File: config.mk
export PLATFORM = sky130hd
export DESIGN_NAME = deadline_ordered_timer_queue_unit
export DESIGN_NICKNAME = d
export VERILOG_FILES = /design/src/design/dotq_pkg.sv /design/src/design/deadline_ordered_timer_queue_unit.sv
export SDC_FILE = /design/constraint.sdc
export NUM_CORES = 2
export LEC_CHECK = 0
export ABC_AREA = 1
export BUFFER_PORTS_ARGS = -buffer_cell sky130_fd_sc_hd__buf_4
export CAP_MARGIN = 20
export CORE_ASPECT_RATIO = 0.5
export CORE_MARGIN = 5
export CORE_UTILIZATION = 40
export CTS_CLUSTER_SIZE = 28
export DETAILED_ROUTE_END_ITERATION = 16
export GPL_TIMING_DRIVEN = 0
export HOLD_SLACK_MARGIN = 0.1
export PLACE_DENSITY = 0.59
export REMOVE_ABC_BUFFERS = 1
export SLEW_MARGIN = 40
export SYNTH_ARGS = -nofsm -noshare
export SYNTH_HDL_FRONTEND = slang
export SYNTH_SLANG_ARGS = --single-unit
File: constraint.sdc
create_clock -name clk_i -period 15.9 [get_ports clk_i]
set_clock_uncertainty 0.1 [all_clocks]
set_input_delay 0 -clock clk_i [delete_from_list [all_inputs] [get_ports clk_i]]
set_output_delay 0 -clock clk_i [all_outputs]
set_load 0.05 [all_outputs]
File: src/design/dotq_pkg.sv
`default_nettype none
package dotq_pkg;

  localparam int QueueDepthDef = 16;
  localparam int MaxResults    = 16;
  localparam logic [15:0] MinIntervalRst = 16'd1000;

  typedef enum logic [1:0] {
    ActTick  = 2'd0,
    ActAdd   = 2'd1,
    ActClear = 2'd2,
    ActNop   = 2'd3
  } action_e;

  typedef enum logic [3:0] {
    StIdle,
    StAddRd,
    StAddCmp,
    StClrRd,
    StClrCmp,
    StTickRd,
    StTickCmp,
    StEmitRd,
    StEmitOut,
    StResp
  } state_e;

  typedef struct packed {
    logic [63:0] deadline;
    logic [7:0]  tag;
    logic [15:0] arg;
  } entry_t;

endpackage
`default_nettype wire

File: src/design/deadline_ordered_timer_queue_unit.sv
// Channel | valid       | stall       | payload
// input   | in_valid_i  | in_stall_o  | action_i offset_i event_tag_i event_arg_i
// output  | out_valid_o | out_stall_i | fired_* last_o status_o compare_value_o armed_o
// config  | min_interval_we_i (no stall)  | min_interval_i
//
// One word at a time. The queue is a ring in one single-port memory with a
// registered read, so every entry visited is first read, then used.
// Add: moves entries later than the new one up, then writes the new entry.
// Full add and nop: a response only. Clear: packs the entries of other tags.
// Tick: reads due entries from the head, then one word per fired event, or
// one when none fire. Reset is asynchronous; the memory needs no clearing.
// Output stalls hold the sequencer only where a result is waiting to be loaded.
`default_nettype none
module deadline_ordered_timer_queue_unit #(
  parameter int QueueDepth = dotq_pkg::QueueDepthDef
) (
  input  wire logic        clk_i,
  input  wire logic        rst_ni,
  input  wire logic        min_interval_we_i,
  input  wire logic [15:0] min_interval_i,
  input  wire logic        in_valid_i,
  output logic             in_stall_o,
  input  wire logic [1:0]  action_i,
  input  wire logic [63:0] offset_i,
  input  wire logic [7:0]  event_tag_i,
  input  wire logic [15:0] event_arg_i,
  output logic             out_valid_o,
  input  wire logic        out_stall_i,
  output logic             fired_valid_o,
  output logic [7:0]       fired_tag_o,
  output logic [15:0]      fired_arg_o,
  output logic             last_o,
  output logic             status_o,
  output logic [63:0]      compare_value_o,
  output logic             armed_o
);

  localparam int AW = (QueueDepth > 1) ? $clog2(QueueDepth) : 1;
  localparam int CW = $clog2(QueueDepth + 1);
  localparam int MW = $clog2(dotq_pkg::MaxResults + 1);
  localparam int JW = (CW > MW) ? CW : MW;

  dotq_pkg::entry_t mem [QueueDepth];
  dotq_pkg::entry_t rdata_q;

  dotq_pkg::state_e state_q, state_d;
  logic [63:0] now_q, now_d, floor_q, cmp_q, cmp_d, tgt_q, tgt_d;
  logic [15:0] min_q, arg_q, arg_d;
  logic [7:0]  tag_q, tag_d;
  logic [AW-1:0] head_q, head_d;
  logic [CW-1:0] occ_q, occ_d;
  logic [JW-1:0] idx_q, idx_d, wr_q, wr_d;
  logic st_q, st_d;

  logic        ov_q, ov_d, ofv_q, ofv_d, olast_q, olast_d, ost_q, ost_d;
  logic        oarm_q, oarm_d;
  logic [7:0]  otag_q, otag_d;
  logic [15:0] oarg_q, oarg_d;
  logic [63:0] ocmp_q, ocmp_d;

  logic accept, can_load, due;
  logic we, re;
  logic [AW-1:0] waddr, raddr;
  dotq_pkg::entry_t wdata, new_entry;

  function automatic logic [AW-1:0] phys(input logic [AW-1:0] head,
                                         input logic [JW-1:0] l);
    logic [JW:0] s;
    s = (JW+1)'(head) + (JW+1)'(l);
    if (s >= (JW+1)'(QueueDepth)) begin
      s = s - (JW+1)'(QueueDepth);
    end
    return AW'(s);
  endfunction

  function automatic logic [63:0] pick_cmp(input logic [63:0] flr,
                                           input logic [63:0] target);
    return (flr >= target) ? flr : target;
  endfunction

  assign accept    = in_valid_i && !in_stall_o;
  assign in_stall_o = (state_q != dotq_pkg::StIdle);
  assign can_load  = !ov_q || !out_stall_i;
  assign due       = (rdata_q.deadline <= now_q) &&
                     (idx_q < JW'(dotq_pkg::MaxResults));
  assign new_entry = '{deadline: tgt_q, tag: tag_q, arg: arg_q};

  // next state
  always_comb begin
    state_d = state_q;
    unique case (state_q)
      dotq_pkg::StIdle: begin
        if (accept) begin
          case (dotq_pkg::action_e'(action_i))
            dotq_pkg::ActTick:  state_d = dotq_pkg::StTickRd;
            dotq_pkg::ActAdd:   state_d = (occ_q == CW'(QueueDepth)) ?
                                          dotq_pkg::StResp : dotq_pkg::StAddRd;
            dotq_pkg::ActClear: state_d = dotq_pkg::StClrRd;
            default:            state_d = dotq_pkg::StResp;
          endcase
        end
      end
      dotq_pkg::StAddRd:   state_d = (idx_q == '0) ? dotq_pkg::StResp
                                                   : dotq_pkg::StAddCmp;
      dotq_pkg::StAddCmp:  state_d = (rdata_q.deadline > tgt_q) ? dotq_pkg::StAddRd
                                                                 : dotq_pkg::StResp;
      dotq_pkg::StClrRd:   state_d = (idx_q == JW'(occ_q)) ? dotq_pkg::StResp
                                                           : dotq_pkg::StClrCmp;
      dotq_pkg::StClrCmp:  state_d = dotq_pkg::StClrRd;
      dotq_pkg::StTickRd:  state_d = (idx_q == JW'(occ_q)) ? dotq_pkg::StEmitRd
                                                           : dotq_pkg::StTickCmp;
      dotq_pkg::StTickCmp: state_d = due ? dotq_pkg::StTickRd : dotq_pkg::StEmitRd;
      dotq_pkg::StEmitRd: begin
        if (idx_q != '0) begin
          state_d = dotq_pkg::StEmitOut;
        end else if (can_load) begin
          state_d = dotq_pkg::StIdle;
        end
      end
      dotq_pkg::StEmitOut: begin
        if (can_load) begin
          state_d = (wr_q == idx_q - JW'(1)) ? dotq_pkg::StIdle : dotq_pkg::StEmitRd;
        end
      end
      dotq_pkg::StResp:    if (can_load) state_d = dotq_pkg::StIdle;
      default:             state_d = dotq_pkg::StIdle;
    endcase
  end

  // datapath and memory control
  always_comb begin
    now_d = now_q;   cmp_d = cmp_q;   tgt_d = tgt_q;
    tag_d = tag_q;   arg_d = arg_q;   head_d = head_q;
    occ_d = occ_q;   idx_d = idx_q;   wr_d = wr_q;   st_d = st_q;
    we = 1'b0;  re = 1'b0;
    waddr = phys(head_q, idx_q);
    raddr = phys(head_q, idx_q);
    wdata = new_entry;
    ov_d = ov_q && out_stall_i;
    ofv_d = ofv_q;  otag_d = otag_q;  oarg_d = oarg_q;  olast_d = olast_q;
    ost_d = ost_q;  ocmp_d = ocmp_q;  oarm_d = oarm_q;
    unique case (state_q)
      dotq_pkg::StIdle: begin
        if (accept) begin
          tgt_d = now_q + offset_i;
          tag_d = event_tag_i;
          arg_d = event_arg_i;
          idx_d = '0;
          wr_d  = '0;
          st_d  = 1'b0;
          case (dotq_pkg::action_e'(action_i))
            dotq_pkg::ActTick: now_d = now_q + 64'd1;
            dotq_pkg::ActAdd: begin
              st_d  = (occ_q == CW'(QueueDepth));
              idx_d = JW'(occ_q);
            end
            default: ;
          endcase
        end
      end
      dotq_pkg::StAddRd: begin
        if (idx_q == '0) begin
          we = 1'b1;
          occ_d = occ_q + CW'(1);
          cmp_d = pick_cmp(floor_q, tgt_q);
        end else begin
          re = 1'b1;
          raddr = phys(head_q, idx_q - JW'(1));
        end
      end
      dotq_pkg::StAddCmp: begin
        we = 1'b1;
        if (rdata_q.deadline > tgt_q) begin
          wdata = rdata_q;
          idx_d = idx_q - JW'(1);
        end else begin
          occ_d = occ_q + CW'(1);
        end
      end
      dotq_pkg::StClrRd: begin
        if (idx_q == JW'(occ_q)) begin
          occ_d = CW'(wr_q);
        end else begin
          re = 1'b1;
        end
      end
      dotq_pkg::StClrCmp: begin
        idx_d = idx_q + JW'(1);
        if (rdata_q.tag != tag_q) begin
          we = 1'b1;
          waddr = phys(head_q, wr_q);
          wdata = rdata_q;
          wr_d = wr_q + JW'(1);
        end
      end
      dotq_pkg::StTickRd: re = (idx_q != JW'(occ_q));
      dotq_pkg::StTickCmp: begin
        if (due) begin
          idx_d = idx_q + JW'(1);
        end else begin
          cmp_d = pick_cmp(floor_q, rdata_q.deadline);
        end
      end
      dotq_pkg::StEmitRd: begin
        if (idx_q != '0) begin
          re = 1'b1;
          raddr = phys(head_q, wr_q);
        end else if (can_load) begin
          ov_d = 1'b1;  ofv_d = 1'b0;  otag_d = '0;  oarg_d = '0;
          olast_d = 1'b1;  ost_d = 1'b0;  ocmp_d = cmp_q;
          oarm_d = (occ_q != '0);
        end
      end
      dotq_pkg::StEmitOut: begin
        if (can_load) begin
          ov_d = 1'b1;  ofv_d = 1'b1;
          otag_d = rdata_q.tag;  oarg_d = rdata_q.arg;
          olast_d = (wr_q == idx_q - JW'(1));
          ost_d = 1'b0;  ocmp_d = cmp_q;
          oarm_d = (JW'(occ_q) != idx_q);
          wr_d = wr_q + JW'(1);
          if (wr_q == idx_q - JW'(1)) begin
            // events fired: drop them from the head of the ring
            head_d = phys(head_q, idx_q);
            occ_d  = occ_q - CW'(idx_q);
          end
        end
      end
      dotq_pkg::StResp: begin
        if (can_load) begin
          ov_d = 1'b1;  ofv_d = 1'b0;  otag_d = '0;  oarg_d = '0;
          olast_d = 1'b1;  ost_d = st_q;  ocmp_d = cmp_q;
          oarm_d = (occ_q != '0);
        end
      end
      default: ;
    endcase
  end

  always_ff @(posedge clk_i) begin
    if (we) begin
      mem[waddr] <= wdata;
    end
    if (re) begin
      rdata_q <= mem[raddr];
    end
  end

  always_ff @(posedge clk_i or negedge rst_ni) begin
    if (!rst_ni) begin
      state_q <= dotq_pkg::StIdle;
      now_q   <= '0;
      floor_q <= '0;
      cmp_q   <= '0;
      min_q   <= dotq_pkg::MinIntervalRst;
      head_q  <= '0;
      occ_q   <= '0;
      idx_q   <= '0;
      wr_q    <= '0;
      ov_q    <= 1'b0;
    end else begin
      state_q <= state_d;
      now_q   <= now_d;
      floor_q <= now_q + {48'd0, min_q};
      cmp_q   <= cmp_d;
      if (min_interval_we_i) begin
        min_q <= min_interval_i;
      end
      head_q  <= head_d;
      occ_q   <= occ_d;
      idx_q   <= idx_d;
      wr_q    <= wr_d;
      ov_q    <= ov_d;
    end
  end

  always_ff @(posedge clk_i) begin
    tgt_q   <= tgt_d;
    tag_q   <= tag_d;
    arg_q   <= arg_d;
    st_q    <= st_d;
    ofv_q   <= ofv_d;
    otag_q  <= otag_d;
    oarg_q  <= oarg_d;
    olast_q <= olast_d;
    ost_q   <= ost_d;
    ocmp_q  <= ocmp_d;
    oarm_q  <= oarm_d;
  end

  assign out_valid_o     = ov_q;
  assign fired_valid_o   = ofv_q;
  assign fired_tag_o     = otag_q;
  assign fired_arg_o     = oarg_q;
  assign last_o          = olast_q;
  assign status_o        = ost_q;
  assign compare_value_o = ocmp_q;
  assign armed_o         = oarm_q;

endmodule
`default_nettype wire

# Yosys cells after proc, flatten, opt, wreduce, memory -nomap -nowiden
# Memories as Yosys holds them, arrays and structs flattened. A register that Yosys moved wholly into a read port is not among the register bits.
# Cells that the tools add are included.
# W data, S select, Z words.
[word_totals] register_bits=413 latch_bits=0 ramBits=1408 romBits=0 out_inout_bits=94 wordCells=187 mem_count=1
[memory_table] name="mem" depth=16 width=88 read_ports=1 rd_ports_with_merged_regs=1 wr=1 line="deadline_ordered_timer_queue_unit.sv:43" source="dotq_pkg::entry_t mem [QueueDepth];"
[classes] add_sub_neg=14 multipliers=0 div=0 magnitude_cmp=8 n_eq_ne=29 n_shift=0 mux=83 bitwise=0 reduce_logical=31
[op_table] cell="$mux W64" n=6
[op_table] cell="$pmux W64 S2" n=2
[op_table] cell="$mux W88" n=2
[op_table] cell="$pmux W88 S2" n=1
[op_table] cell="$ge A64 B64 Y1" n=2
[op_table] cell="$add A64 B1 Y64 const B" n=1
[op_table] cell="$add A64 B16 Y64" n=1
[op_table] cell="$add A64 B64 Y64" n=1
[op_table] cell="$gt A64 B64 Y1" n=1
[op_table] cell="$le A64 B64 Y1" n=1
[op_table] cell="$mux W4" n=15
[op_table] cell="$mux W5" n=12
[op_table] cell="$mux W16" n=3
[op_table] cell="$pmux W16 S3" n=1
[op_table] cell="$pmux W4 S10" n=1
[op_table] cell="$pmux W5 S4" n=2
[op_table] cell="$mux W8" n=3
[op_table] cell="$ne A2 B2 Y1 const B" n=12
[op_table] cell="$pmux W8 S3" n=1
[op_table] cell="$mux W1" n=22
[op_table] cell="$add A4 B5 Y6" n=3
[op_table] cell="$ge A6 B5 Y1 const B" n=3
[op_table] cell="$eq A4 B3 Y1 const B" n=4
[op_table] cell="$add A5 B1 Y5 const B" n=3
[op_table] cell="36 further kinds" n=62

# Logic depth before layout (Yosys ltp)
[depth] word_depth=6 depth_mapped=23 ltp_nobuf=21

# Worst setup path after synthesis
# OpenSTA, ideal clock, no wires.
[synth_path] path_type="flip-flop to flip-flop" startpoint="register, netlist name rdata_q[22]" endpoint="memory mem[13][0] (netlist bit) (enable)" arrival_ns=5.482 required_ns=15.264 path_slack_ns=9.783 path_stages_with_launch=11 path_buffers=1 cell_sequence="edfxtp_1 -> nand2_1 -> nand4_1 -> nor4_1 -> inv_1 -> nand2_1 -> clkbuf_1 -> nand2_1 -> o21ai_0 -> nand2_1 -> nor2_1"
[synth_between] elab_chain_cells=5 word_cells_on_any_way=7 cone_classes="eq/ne: 1; mux: 6"
[synth_lines] element="$ne A8 B8 Y1 (*)" line="deadline_ordered_timer_queue_unit.sv:189" source="if (rdata_q.tag != tag_q) begin"
[synth_lines] element="$mux W1" line="deadline_ordered_timer_queue_unit.sv:189"
[synth_lines] element="$pmux W1 S3" line="deadline_ordered_timer_queue_unit.sv:142" source="unique case (state_q)"
[synth_lines] element="$mux W1" line="deadline_ordered_timer_queue_unit.sv:241" source="if (we) begin"
[synth_lines] element="$mux W1 (implied by the code)" line="deadline_ordered_timer_queue_unit.sv:242" source="mem[waddr] <= wdata;"
[synth_lines] element="end: declaration" line="deadline_ordered_timer_queue_unit.sv:43"
# Every way passes the cells marked *; elsewhere a longest branch is shown, timed or not.

==> flow_metrics.tcl <==
set metrics [dict create \
    cts_buffers 188 \
    grt_pass1_vias 63790 \
    final_util 0.4829 \
    tightest_slew_ps 912.0 \
    place_congestion 0.9475 \
    cts_tree "done" \
    cp-start-kind "flip-flop" \
    cp.arrival_ps 5950 \
    clock_latency_ps 850 \
    grt_usage 0.2356 \
    io_buffers 204 \
    fin_crit_sh 0.3460 \
    finalPower_uw 21640 \
    htreeDepth 4 \
    dp_hpwl_um 209500 \
    syn_to_final_growth_pct 20.02 \
    whs_ps 175.5 \
    synth_edf_count 1677 \
    dr_total_vias 67810 \
    synth_area_um2 91940 \
    postSynthCellCount 8793 \
    avgSynthCellArea_um2 10.46 \
    slew_headroom 0.3920 \
    critPathRequiredTime_ps 16350 \
    status "finished clean" \
    yosys_warnings 0 \
    yosysSeqAreaShare 0.6109 \
    synth_ff_type "edfxtp_1" \
    antenna_found_initial 14 \
    drt_iter0_drc 7122 \
    first_pass_iters 6 \
    cp_num_buf_inv 4 \
    ys_types 57 \
    die-width_um 688.0 \
    die_h_um 349.0 \
    grt_overflow 0 \
    crit_slowest_cell "nor4_1" \
    max_freq_mhz 181.8 \
    core_area_um2 228500 \
    cts_resized 0 \
    grt_max_degree 74 \
    ctsHoldBuffers 213 \
    power.density_nw_per_um2 196.1 \
    antenna_left 0 \
    cp-end-kind "flip-flop" \
    rows 124 \
    totalWireLength_um 289500 \
    ys_ff_latch 1909 \
    max-clock-path-buffers 4 \
    clk_pin_slew_ps 70 \
    slew_viol_final 0 \
    drv_cap 0 \
    die-area_um2 240100 \
    path_class "reg2reg" \
    setup_viol 0 \
    rsz0062_at_grt "false" \
    drc_errors 0 \
    worst_path_largest_cell_delay_ps 590 \
    routedWlPerCell_um 23.04 \
    cp_top_family "simple AND/OR/NAND/NOR gates" \
    p_leak_uw 0.04531 \
    root_buffer "clkbuf_16" \
    drive_gt1_frac 0.09985 \
    nNetsFinal 9812 \
    cts_setup_buffers 0 \
    crit_path_cell_trace "inv_1 -> ha_1 -> nand2_1 -> nor4_1 -> nand3b_1 -> nor2_1 -> nand4_1 -> nand2_1 -> inv_2 -> nand2_4 -> nand2_8 -> buf_16 -> buf_16 -> o21ai_2" \
    path_max_fanout 53 \
    ir_drop_mv 0.2114 \
    hold_viol_final 0 \
    synth-async-reset-ratio 0.1215 \
    hold_path.class "in2reg" \
    pin_count 205 \
    grt_pass1_wl_um 422100 \
    viasPerCell 5.397 \
    initial_core_util 0.4023 \
    period_needed_ps 5501 \
    clock-sinks 1909 \
]
stage by stage:
| stage | setup WS, ps | area [um2] | TNS [ps] | instances |
|---|---|---|---|---|
| floorplan | -9775 | 90180 | -857860 | 8393 |
| global placement | -61780 | 95570 | -6720890 | 11680 |
| detailed placement | 10340 | 102500 | 0 | 12020 |
| CTS | 10370 | 110300 | 0 | 12560 |
| global route | 10170 | 110300 | 0 | 12560 |
| finish | 10400 | 110400 | 0 | 12560 |
report_power, final:
group / leakage [uW] / switching (uW) / internal, uW
combinational: 0.0246 / 6440 / 3470
sequential: 0.0180 / 544 / 6910
clock: 0.00277 / 1910 / 2360
routing by layer:
layer | routed length, um | up-vias | share of wire | track usage
li1 | - | 31700 | - | -
met2 | 128100 | 2590 | 0.44 | 0.3646
met4 | 7496 | 4 | 0.026 | 0.06011
met3 | 25550 | 447 | 0.088 | 0.04755
met5 | 20 | - | 0.000069 | 0
met1 | 128300 | 33070 | 0.44 | 0.3397
cell usage after synthesis, types with 4 or more instances:
library cell  instances  area share
nand2_1            1920       0.078
edfxtp_1           1677        0.55
inv_1              1262       0.052
nand3_1             814       0.044
o211ai_1            716       0.058
ha_1                355       0.048
nor2_1              338       0.014
a21oi_1             241       0.013
dfrtp_1             226       0.062
o21ai_0             194       0.011
nand4_1             186       0.013
buf_2               176      0.0096
clkbuf_1            166      0.0068
xor2_1              161       0.015
nor3_1               63      0.0034
buf_1                47      0.0019
xnor2_1              37      0.0035
a21o_1               27      0.0022
nor4_1               27      0.0018
a31oi_1              21      0.0014
mux2_2               16      0.0020
o21a_1               14      0.0011
buf_4                10     0.00082
o21bai_1             10     0.00082
inv_2                 9     0.00037
o22ai_1               8     0.00054
and3_1                7     0.00048
dfstp_2               6      0.0017
fa_1                  6      0.0013
nand2_2               6     0.00041
a21boi_0              5     0.00041
a221oi_1              4     0.00038
nand3b_1              4     0.00033
nor2_2                4     0.00027
registers in the layout (all words and copies together) (netlist names), 5 cells and up:
| signal | cells |
|---|---|
| mem | 1408 |
| rdata_q | 88 |
| cmp_q | 64 |
| compare_value_o | 64 |
| floor_q | 64 |
| now_q | 64 |
| tgt_q | 64 |
| arg_q | 16 |
| fired_arg_o | 16 |
| min_q | 16 |
| fired_tag_o | 8 |
| tag_q | 8 |
| idx_q | 5 |
| occ_q | 5 |
| wr_q | 5 |
tightest hold or removal path: stages:
cell and delay [ps]:
dlygate4sd3_1 530, buf_4 110, inv_1 60, nand2_1 100, nand2_1 130, nor2_1 130
layout by cell type (no fill, tap or decap), types with 31 or more instances in the layout:
master | netlist | final
a21oi_1 | 241 | 239
buf_16 | 0 | 124
buf_2 | 176 | 31
buf_4 | 10 | 213
buf_8 | 0 | 158
clkbuf_1 | 166 | 49
clkbuf_16 | 0 | 192
clkinv_1 | 2 | 35
dfrtp_1 | 226 | 226
dlygate4sd3_1 | 0 | 212
edfxtp_1 | 1677 | 1677
ha_1 | 355 | 355
inv_1 | 1262 | 1261
nand2_1 | 1920 | 1911
nand3_1 | 814 | 807
nand4_1 | 186 | 186
nor2_1 | 338 | 319
nor3_1 | 63 | 61
o211ai_1 | 716 | 716
o21ai_0 | 194 | 126
o21ai_2 | 1 | 68
xnor2_1 | 37 | 37
xor2_1 | 161 | 161
path summary, 6_finish.rpt:
check                      startpoint                   to  slack, ps  cells past startpoint
max in group asynchronous      rst_ni          floor_q[47]      14400                      6
hold / removal             in_valid_i           state_q[2]        180                      6
min in group asynchronous      rst_ni             occ_q[0]        190                      4
hold reg to reg             cmp_q[15]  compare_value_o[15]        350                      0
setup / recovery            tgt_q[43]           mem[0][26]      10400                     14
setup reg to reg            tgt_q[43]           mem[0][26]      10400                     14
cell families (layout without fill, tap and decap cells):
family	Yosys count	in the layout	synth area share
adders and majority gates	361	361	0.04962
muxes	16	16	0.001960
xor gates and xnor gates	198	198	0.01886
AOI/OAI and AO/OA	1251	1251	0.09012
buffers and inverters	1673	2354	0.07119
DFF	1909	1909	0.6109
other	0	3	0
and+or+nand+nor	3385	3385	0.1573
cell type report:
cell class,count,area [um2]
Antenna cell,3,7.507
Sequential cell,1909,56170
Inverter,1273,4803
Timing Repair Buffer,757,10020
Multi-Input combinational cell,5211,29820
Fill cell,20400,118200
Clock buffer,242,5002
Tap cell,3087,3862
Clock inverter,82,670.6
(Power assumes the default switching activity.)
